`src/imq_pkg.sv`:
```
`timescale 1ns / 1ps

package imq_pkg;

    typedef enum logic [2:0] {
        OP_INSERT = 3'd0,
        OP_RAISE  = 3'd1,
        OP_LOWER  = 3'd2,
        OP_POP    = 3'd3,
        OP_QUERY  = 3'd4
    } op_t;

    typedef enum logic [1:0] {
        ST_IDLE,
        ST_EXEC,
        ST_PLACE
    } state_t;

    // controller -> datapath
    typedef struct packed {
        logic load;    // latch the accepted item, read the key store
        logic remove;  // unlink the current id from the sorted cells
        logic pop;     // drop the front cell
        logic place;   // insert the current id at its sorted position
        logic result;  // capture the result transfer
        logic ok;      // ok bit of the captured result
    } dp_cmd_t;

    // datapath -> controller
    typedef struct packed {
        logic [2:0] op;
        logic       in_range;
        logic       is_present;
        logic       key_gt_old;
        logic       key_lt_old;
        logic       not_empty;
    } dp_stat_t;

    localparam int S_TDATA_W = 48;
    localparam int M_TDATA_W = 48;

endpackage

```
`src/imq_ctrl.sv`:
```
`timescale 1ns / 1ps

module imq_ctrl (
    input  logic              aclk,
    input  logic              aresetn,
    input  logic              s_tvalid,
    output logic              s_tready,
    output logic              m_tvalid,
    input  logic              m_tready,
    input  imq_pkg::dp_stat_t stat,
    output imq_pkg::dp_cmd_t  cmd
);
    import imq_pkg::*;

    state_t state_reg, state_next;
    logic   m_tvalid_reg, m_tvalid_next;
    logic   ok_c;
    logic   is_update;
    logic   out_free;

    assign out_free = !m_tvalid_reg || m_tready;
    assign m_tvalid = m_tvalid_reg;

    always_comb begin
        ok_c      = 1'b0;
        is_update = 1'b0;
        unique case (op_t'(stat.op))
            OP_INSERT: ok_c = stat.in_range && !stat.is_present;
            OP_RAISE: begin
                ok_c      = stat.in_range && stat.is_present && stat.key_gt_old;
                is_update = 1'b1;
            end
            OP_LOWER: begin
                ok_c      = stat.in_range && stat.is_present && stat.key_lt_old;
                is_update = 1'b1;
            end
            OP_POP:   ok_c = stat.not_empty;
            OP_QUERY: ok_c = stat.in_range && stat.is_present;
            default:  ok_c = 1'b0;
        endcase
    end

    // next state
    always_comb begin
        state_next = state_reg;
        unique case (state_reg)
            ST_IDLE: begin
                if (s_tvalid) state_next = ST_EXEC;
            end
            ST_EXEC: begin
                if (is_update && ok_c) state_next = ST_PLACE;
                else if (out_free) state_next = ST_IDLE;
            end
            ST_PLACE: begin
                if (out_free) state_next = ST_IDLE;
            end
            default: state_next = ST_IDLE;
        endcase
    end

    // outputs
    always_comb begin
        cmd      = '0;
        s_tready = 1'b0;
        unique case (state_reg)
            ST_IDLE: begin
                s_tready = 1'b1;
                cmd.load = s_tvalid;
            end
            ST_EXEC: begin
                if (is_update && ok_c) begin
                    cmd.remove = 1'b1;
                end else if (out_free) begin
                    cmd.result = 1'b1;
                    cmd.ok     = ok_c;
                    cmd.place  = ok_c && (op_t'(stat.op) == OP_INSERT);
                    cmd.pop    = ok_c && (op_t'(stat.op) == OP_POP);
                end
            end
            ST_PLACE: begin
                if (out_free) begin
                    cmd.place  = 1'b1;
                    cmd.result = 1'b1;
                    cmd.ok     = 1'b1;
                end
            end
            default: cmd = '0;
        endcase
    end

    always_comb begin
        if (cmd.result) m_tvalid_next = 1'b1;
        else if (m_tready) m_tvalid_next = 1'b0;
        else m_tvalid_next = m_tvalid_reg;
    end

    always_ff @(posedge aclk) begin
        if (!aresetn) begin
            state_reg    <= ST_IDLE;
            m_tvalid_reg <= 1'b0;
        end else begin
            state_reg    <= state_next;
            m_tvalid_reg <= m_tvalid_next;
        end
    end

endmodule

```
`config.mk`:
```
export PLATFORM = sky130hd
export DESIGN_NAME = imq_ctrl
export DESIGN_NICKNAME = d
export VERILOG_FILES = /design/src/imq_pkg.sv /design/src/imq_ctrl.sv
export SDC_FILE = /design/constraint.sdc
export NUM_CORES = 1
export LEC_CHECK = 0
export BUFFER_PORTS_ARGS = -buffer_cell sky130_fd_sc_hd__buf_2
export CAP_MARGIN = 5
export CELL_PAD_IN_SITES_DETAIL_PLACEMENT = 0
export CELL_PAD_IN_SITES_GLOBAL_PLACEMENT = 1
export CORE_UTILIZATION = 27
export DETAILED_ROUTE_END_ITERATION = 12
export HOLD_SLACK_MARGIN = 0.15
export PLACE_DENSITY = 0.8
export SYNTH_ARGS = -nofsm -noshare
export SYNTH_HDL_FRONTEND = slang
export SYNTH_SLANG_ARGS = --single-unit
```
`constraint.sdc`:
```
create_clock -name aclk -period 1.6 [get_ports aclk]
set_input_delay 0.16 -clock aclk [delete_from_list [all_inputs] [get_ports aclk]]
set_output_delay 0.16 -clock aclk [all_outputs]
set_load 0.02 [all_outputs]
```
==> results of run 1 <==
==> tightest hold or removal path: cells and delay by family <==
family | cells | cell delay, ns
buffers and inverters | 1 | 0.13
AOI/OAI and AO/OA | 2 | 0.12
==> cell usage in the layout, fill, tap and decap left out, drive strengths merged <==
cell type  netlist  final
a211o            1      1
a211oi           2      2
a21oi            3      3
a31oi            1      1
a41oi            1      1
and2             1      1
buf              1     20
clkbuf           0      4
dfxtp            3      3
ha               4      4
inv              4      4
nand2            5      5
nand2b           1      1
nand3            4      4
nand3b           2      2
nand4            2      2
nor2             5      5
nor2b            1      1
nor3             1      1
nor4b            1      1
o2111ai          1      1
o21ai            2      2
o31ai            1      1
o32ai            1      1
or2              1      1
==> layout make-up <==
type | count | area, sq um
Multi-Input combinational cell | 41 | 320.3
Clock buffer | 4 | 26.28
Tap cell | 14 | 17.52
Inverter | 4 | 15.01
Fill cell | 123 | 631.9
Timing Repair Buffer | 20 | 107.6
Sequential cell | 3 | 67.56
==> power by group through the flow <==
stage	Combinational [uW]	Sequential [uW]	Clock (uW)
2_1_floorplan	48.0	82.7	0
3_3_place_gp	80.4	82.2	0
3_5_place_dp	80.4	82.5	0
4_1_cts	81.3	81.8	141
5_1_grt	104	80.9	154
6_report	92.8	80.7	135
==> per-layer routing <==
layer  routed length (microns)  GRT usage, %  vias to the layer above
li1                          -             -                      227
met1                       429         18.97                      205
met2                       465         23.33                       15
met3                        71         8.671                        0
met4                         0             0                        0
met5                         0             0                        -
==> cell families (layout without fill, tap and decap cells) <==
kind of cell | count (synthesis) | after routing | synth area share [%]
and+or+nand+nor | 24 | 24 | 36.06
DFF | 3 | 3 | 16.33
adders and majority gates | 4 | 4 | 13.61
AOI/OAI and AO/OA | 13 | 13 | 27.89
buffers and inverters | 5 | 28 | 6.122
==> what timing repair did <==
action                                 in CTS  in global routing
setup endpoints to repair                   2                  3
pin swaps                                   0                  0
endpoints found under the hold margin       0                  0
setup buffers                               0                  1
resized for setup                           5                  8
==> synth_stat cells <==
library cell	instances
buf_4	1
o32ai_1	1
nand3b_1	2
a21oi_1	2
a211oi_1	1
a41oi_1	1
or2_4	1
a211o_1	1
o31ai_2	1
nand4_1	2
ha_1	4
nand2b_1	1
nand2_1	5
nor2b_1	1
nor3_1	1
dfxtp_1	3
a21oi_2	1
and2_1	1
nor2_1	5
o21ai_0	1
nor4b_2	1
inv_1	4
o21ai_1	1
nand3_1	4
a31oi_1	1
o2111ai_1	1
a211oi_2	1
==> final timing paths <==
kind,endpoint,cells after the start
worst max-delay path,cmd[0],5
worst min-delay path,m_tvalid,3
worst max register to register,state_reg[1],5
worst min register to register,state_reg[1],2
==> stage by stage <==
step / std cells / worst slack (ns) / hold slack [ns] / cell area [sq um] / power, uW
after global routing: 86 / 0.0007043 / 0.2213 / 554.3 / 339.2
final: 86 / 0.08126 / 0.2253 / 554.3 / 308.3
after detailed placement: 81 / 0.1807 / 0.4555 / 473.0 / 162.8
after global placement: 81 / 0.1675 / 0.4522 / 473.0 / 162.6
after CTS: 85 / 0.002707 / 0.2113 / 509.2 / 304.2
after floorplan: 49 / 0.2141 / 0.2913 / 367.9 / 130.7
==> impl_metrics.env, run 1 <==
export IMPL_sw_frac_of_total_pct=31.73
export IMPL_vias=447
export IMPL_core_area_sq_mm=0.001186
export IMPL_synth_nets=65
export IMPL_power_density_mw_per_mm2=556.3
export IMPL_dieArea_sq_mm=0.001514
export IMPL_p_seq_share_pct=26.2
export IMPL_fin_worst_skew_ns=0.0008703
export IMPL_numCtsBuffers=3
export IMPL_criticalPathCategory="flip-flop to primary output"
export IMPL_cts_tree="done"
export IMPL_avgViaCountPerCell=5.198
export IMPL_cts_htree_levels=1
export IMPL_ys_types=27
export IMPL_final_util_pct=46.73
export IMPL_pwr_share_clk_pct=43.7
export IMPL_cp_arrival_ns=1.36
export IMPL_maxCapViolCount=0
export IMPL_synth_area_top_cells="dfxtp_1, ha_1, nand3_1"
export IMPL_relSlewSlack_pct=81.76
export IMPL_switchingPower_uw=97.83
export IMPL_critPathLaunch="state_reg[0]"
export IMPL_clk_pin_slew_worst_paths_ns=0.04
export IMPL_ys_seq_area_share_pct=16.33
export IMPL_p_int_uw=210.5
export IMPL_initialDrtViolationCount=6
export IMPL_clk_root_buffer_cell="clkbuf_4"
export IMPL_fp_dieW_microns=38.91
export IMPL_drv_slew=0
export IMPL_crit_path_end_kind="primary output"
export IMPL_cpPeakStageDelay_ns=0.36
export IMPL_dr_pass1_iters=4
export IMPL_period_share_pct=94.92
export IMPL_die_h_microns=38.91
export IMPL_yosysTopAreaCell="dfxtp_1"
export IMPL_rsz0062_at_grt="false"
export IMPL_place_congestion=0.6937
export IMPL_wl_per_cell_microns=11.23
export IMPL_cp_required_ns=1.44
export IMPL_outcome="finished, final reports clean"
export IMPL_holdBufCountCts=0
export IMPL_setup_tns_final_ns=0
export IMPL_num_antenna_cells=0
export IMPL_rrSetupSlack_ns=0.38
export IMPL_grt_pass1_vias=365
export IMPL_synth_area_sq_um=367.9
export IMPL_cp_max_fo=5
export IMPL_ys_ff_latch=3
export IMPL_grt_pass1_wl_microns=1545
export IMPL_grt_max_degree=7
export IMPL_cp_num_buf_inv=2
export IMPL_leakage_uw=0.0002333
export IMPL_hold_viol_final=0
export IMPL_yosysTopAreaCellShare_pct=16.33
export IMPL_grt_antenna_before_repair=0
export IMPL_path_delay_family="flip-flops"
export IMPL_worst_slew_pin_slew_ns=0.2720
export IMPL_postRouteWirelength_microns=966
export IMPL_cts_path_max_buffers=2
export IMPL_yosys_warnings=0
export IMPL_area_growth_pct=50.68
export IMPL_r2r_start="state_reg[0]"
export IMPL_hpwlAfterDp_microns=717.4
export IMPL_clock_latency_ns=0.23
export IMPL_max_freq_mhz=658.4
export IMPL_hold_class="input port to flip-flop"
export IMPL_grt_overflow_total=0
export IMPL_synth_area_per_cell_sq_um=7.507
export IMPL_grt_usage_pct=15.02
export IMPL_vdd_ir_drop_worst_v=0.0003633
export IMPL_drc=0
export IMPL_synthCells=49
export IMPL_power_frac_comb_pct=30.1
export IMPL_finalSetupViolCount=0
export IMPL_io_pins=20
export IMPL_portBuffers=19
export IMPL_crit_chain="inv_2 -> ha_2 -> a41oi_2 -> a211oi_2 -> buf_4"
export IMPL_start_kind="flip-flop"
export IMPL_antenna_left=0
export IMPL_cts_sinks=3
export IMPL_start_util_pct=31.01
export IMPL_slowest_stage="dfxtp_4"
export IMPL_period_needed_ns=1.519
export IMPL_drive_gt1_share_pct=50.00
export IMPL_hp_start="aresetn"
export IMPL_layout_nets=89
export IMPL_num_rows=12
export IMPL_largest_reg_flops=2
Power figures use the tool's default switching activity.
==> run 2, diff against run 1 <==
--- a/config.mk
+++ b/config.mk
@@ -14,4 +14,5 @@
 export HOLD_SLACK_MARGIN = 0.15
 export PLACE_DENSITY = 0.8
+export REMOVE_ABC_BUFFERS = 1
 export SYNTH_ARGS = -nofsm -noshare
 export SYNTH_HDL_FRONTEND = slang
==> constraint.sdc (replaced) <==
create_clock -name aclk -period 1.6 [get_ports aclk]
set_input_delay 0.32 -clock aclk [delete_from_list [all_inputs] [get_ports aclk]]
set_output_delay 0.32 -clock aclk [all_outputs]
set_load 0.02 [all_outputs]
==> run 2 against run 1 <==
The flow now finishes with violations (setup timing); largest cell class unchanged; combinational power up 41%; largest power group is now combinational cells; maximum frequency down 12%; global-route usage up 0.24 points; sequential share of layout area down 2.4 points; wire length up 10%; cell count up 10%; highest routed layer unchanged; sequential power down 2%; cell area up 24%; non-clock buffer count up 9.
==> impl_metrics.env, run 2 (synthesis results as in run 1) <==
export IMPL_outcome="complete, but fails checks"
export IMPL_violations="setup timing"
export IMPL_largest_reg_flops=2
export IMPL_cts_path_max_buffers=2
export IMPL_grt_usage_pct=15.26
export IMPL_grt_pass1_vias=399
export IMPL_vias=468
export IMPL_r2r_start="state_reg[0]"
export IMPL_cp_required_ns=1.28
export IMPL_hold_class="input port to flip-flop"
export IMPL_met3_usage_pct=5.202
export IMPL_num_antenna_cells=0
export IMPL_crit_path_end_kind="primary output"
export IMPL_cts_tree="done"
export IMPL_cp_arrival_ns=1.40
export IMPL_power_frac_comb_pct=38.5
export IMPL_final_cell_mix="buf_4, buf_2, nor2_1"
export IMPL_final_setup_worst_slack_ns=-0.1250
export IMPL_cp_max_fo=4
export IMPL_sw_frac_of_total_pct=30.35
export IMPL_reg2reg_to="state_reg[0]"
export IMPL_p_int_uw=237.1
export IMPL_drv_slew=0
export IMPL_wl_per_cell_microns=11.23
export IMPL_numCtsBuffers=3
export IMPL_rsz0062_at_grt="true"
export IMPL_place_congestion=0.7210
export IMPL_clk_pin_slew_worst_paths_ns=0.04
export IMPL_core_area_sq_mm=0.001186
export IMPL_leakage_uw=0.0002892
export IMPL_grt_antenna_before_repair=0
export IMPL_hold_depth=3
export IMPL_crit_chain="inv_4 -> ha_4 -> nand3_4 -> o31ai_4 -> buf_6"
export IMPL_cts_htree_levels=1
export IMPL_finalSetupViolCount=4
export IMPL_num_rows=12
export IMPL_grt_busiest_layer="met2"
export IMPL_clock_latency_ns=0.23
export IMPL_initialDrtViolationCount=6
export IMPL_avgViaCountPerCell=4.926
export IMPL_postRouteWirelength_microns=1067
export IMPL_hold_end="state_reg[1]"
export IMPL_holdBufCountCts=0
export IMPL_ff2ff_path_depth=6
export IMPL_p_seq_share_pct=23.1
export IMPL_hold_viol_final=0
export IMPL_grt_pass1_wl_microns=1607
export IMPL_final_common_cell="buf_4"
export IMPL_place_area_sq_um=533.0
export IMPL_start_kind="flip-flop"
export IMPL_worst_slew_pin_slew_ns=0.2684
export IMPL_period_needed_ns=1.725
export IMPL_pwr_share_clk_pct=38.4
export IMPL_start_util_pct=31.01
export IMPL_hp_start="aresetn"
export IMPL_fin_worst_skew_ns=0.0008808
export IMPL_maxCapViolCount=0
export IMPL_dieArea_sq_mm=0.001514
export IMPL_grt_max_degree=6
export IMPL_layout_nets=98
export IMPL_power_density_mw_per_mm2=493.7
export IMPL_fp_dieW_microns=38.91
export IMPL_cpPeakStageDelay_ns=0.37
export IMPL_slowest_stage="dfxtp_4"
export IMPL_rrSetupSlack_ns=0.38
export IMPL_period_share_pct=107.8
export IMPL_switchingPower_uw=103.3
export IMPL_dr_pass1_iters=4
export IMPL_vdd_ir_drop_worst_v=0.0003290
export IMPL_antenna_left=0
export IMPL_criticalPathCategory="flip-flop to primary output"
export IMPL_max_freq_mhz=579.7
export IMPL_drive_gt1_share_pct=59.26
export IMPL_cts_sinks=3
export IMPL_drc=0
export IMPL_grtUsageMet2_pct=25.83
export IMPL_relSlewSlack_pct=82.11
export IMPL_grtUsageMet1_pct=19.66
export IMPL_clk_root_buffer_cell="clkbuf_4"
export IMPL_grt_overflow_total=0
export IMPL_fin_area_sq_um=689.4
export IMPL_portBuffers=19
export IMPL_area_growth_pct=87.41
export IMPL_io_pins=20
export IMPL_hpwlAfterDp_microns=768.5
export IMPL_place_ws_ns=-0.1524
export IMPL_die_h_microns=38.91
[run 2: cell count changes in the layout (fill, tap and decap cells not counted), sizes merged]
cell,change
buf,+9
[run 2: power groups by stage]
| stage | combinational (uW) | clock (uW) | sequential [uW] |
|---|---|---|---|
| floorplan | 46.6 | 0 | 82.7 |
| global placement | 98.2 | 0 | 81.5 |
| detailed placement | 98.7 | 0 | 81.4 |
| CTS | 117 | 136 | 82.2 |
| global route | 140 | 143 | 79.0 |
| finish | 131 | 131 | 78.7 |
[run 2: final cells by class]
type | instances | area, sq um
Sequential cell | 3 | 67.56
Fill cell | 107 | 496.7
Clock buffer | 4 | 26.28
Inverter | 4 | 17.52
Tap cell | 14 | 17.52
Multi-Input combinational cell | 41 | 354.1
Timing Repair Buffer | 29 | 206.4
[run 2: metal layers]
metal  share of wire (%)  routed length [microns]
met4                   0                        0
met3                 2.9                       31
met5                   0                        0
met1                  45                      480
met2                  52                      555
[run 2: what timing repair did]
item | in CTS | in global routing
buffers inserted | 1 | 1
pin swaps | 5 | 3
endpoints found under the setup margin | 4 | 5
gates cloned | 0 | 0
resized for setup | 18 | 11
[run 2: stage by stage]
step           setup TNS, ns  hold WS, ns  util, %  power [uW]  std cells
3_5_place_dp         -0.3785       0.4990    44.94       180.1         89
5_1_grt              -0.5670       0.3780    58.12       362.2         95
2_1_floorplan       -0.04222       0.4513        -       129.3         48
6_report             -0.3298       0.3660    58.12       340.4         95
3_3_place_gp         -0.3583       0.4887    44.94       179.6         89
4_1_cts              -0.2960       0.3615    53.80       335.6         94
[run 2: worst max-delay path, delay by kind of cell (launching register included)]
| family | cells | cell delay, ns |
|---|---|---|
| DFF | 1 | 0.37 |
| adders and majority gates | 1 | 0.28 |
| AOI/OAI and AO/OA | 1 | 0.25 |
| and+or+nand+nor | 1 | 0.07 |
| buffers and inverters | 2 | 0.20 |
[run 2: worst max-delay path by stage]
stage,start,end,slack (ns),cells past startpoint
CTS,stat[3],cmd[2],-0.12,6
floorplan,stat[6],cmd[3],-0.04,4
detailed placement,stat[6],cmd[2],-0.15,6
finish,state_reg[1],cmd[2],-0.12,5
global route,state_reg[1],cmd[2],-0.17,5
global placement,stat[6],cmd[2],-0.12,6
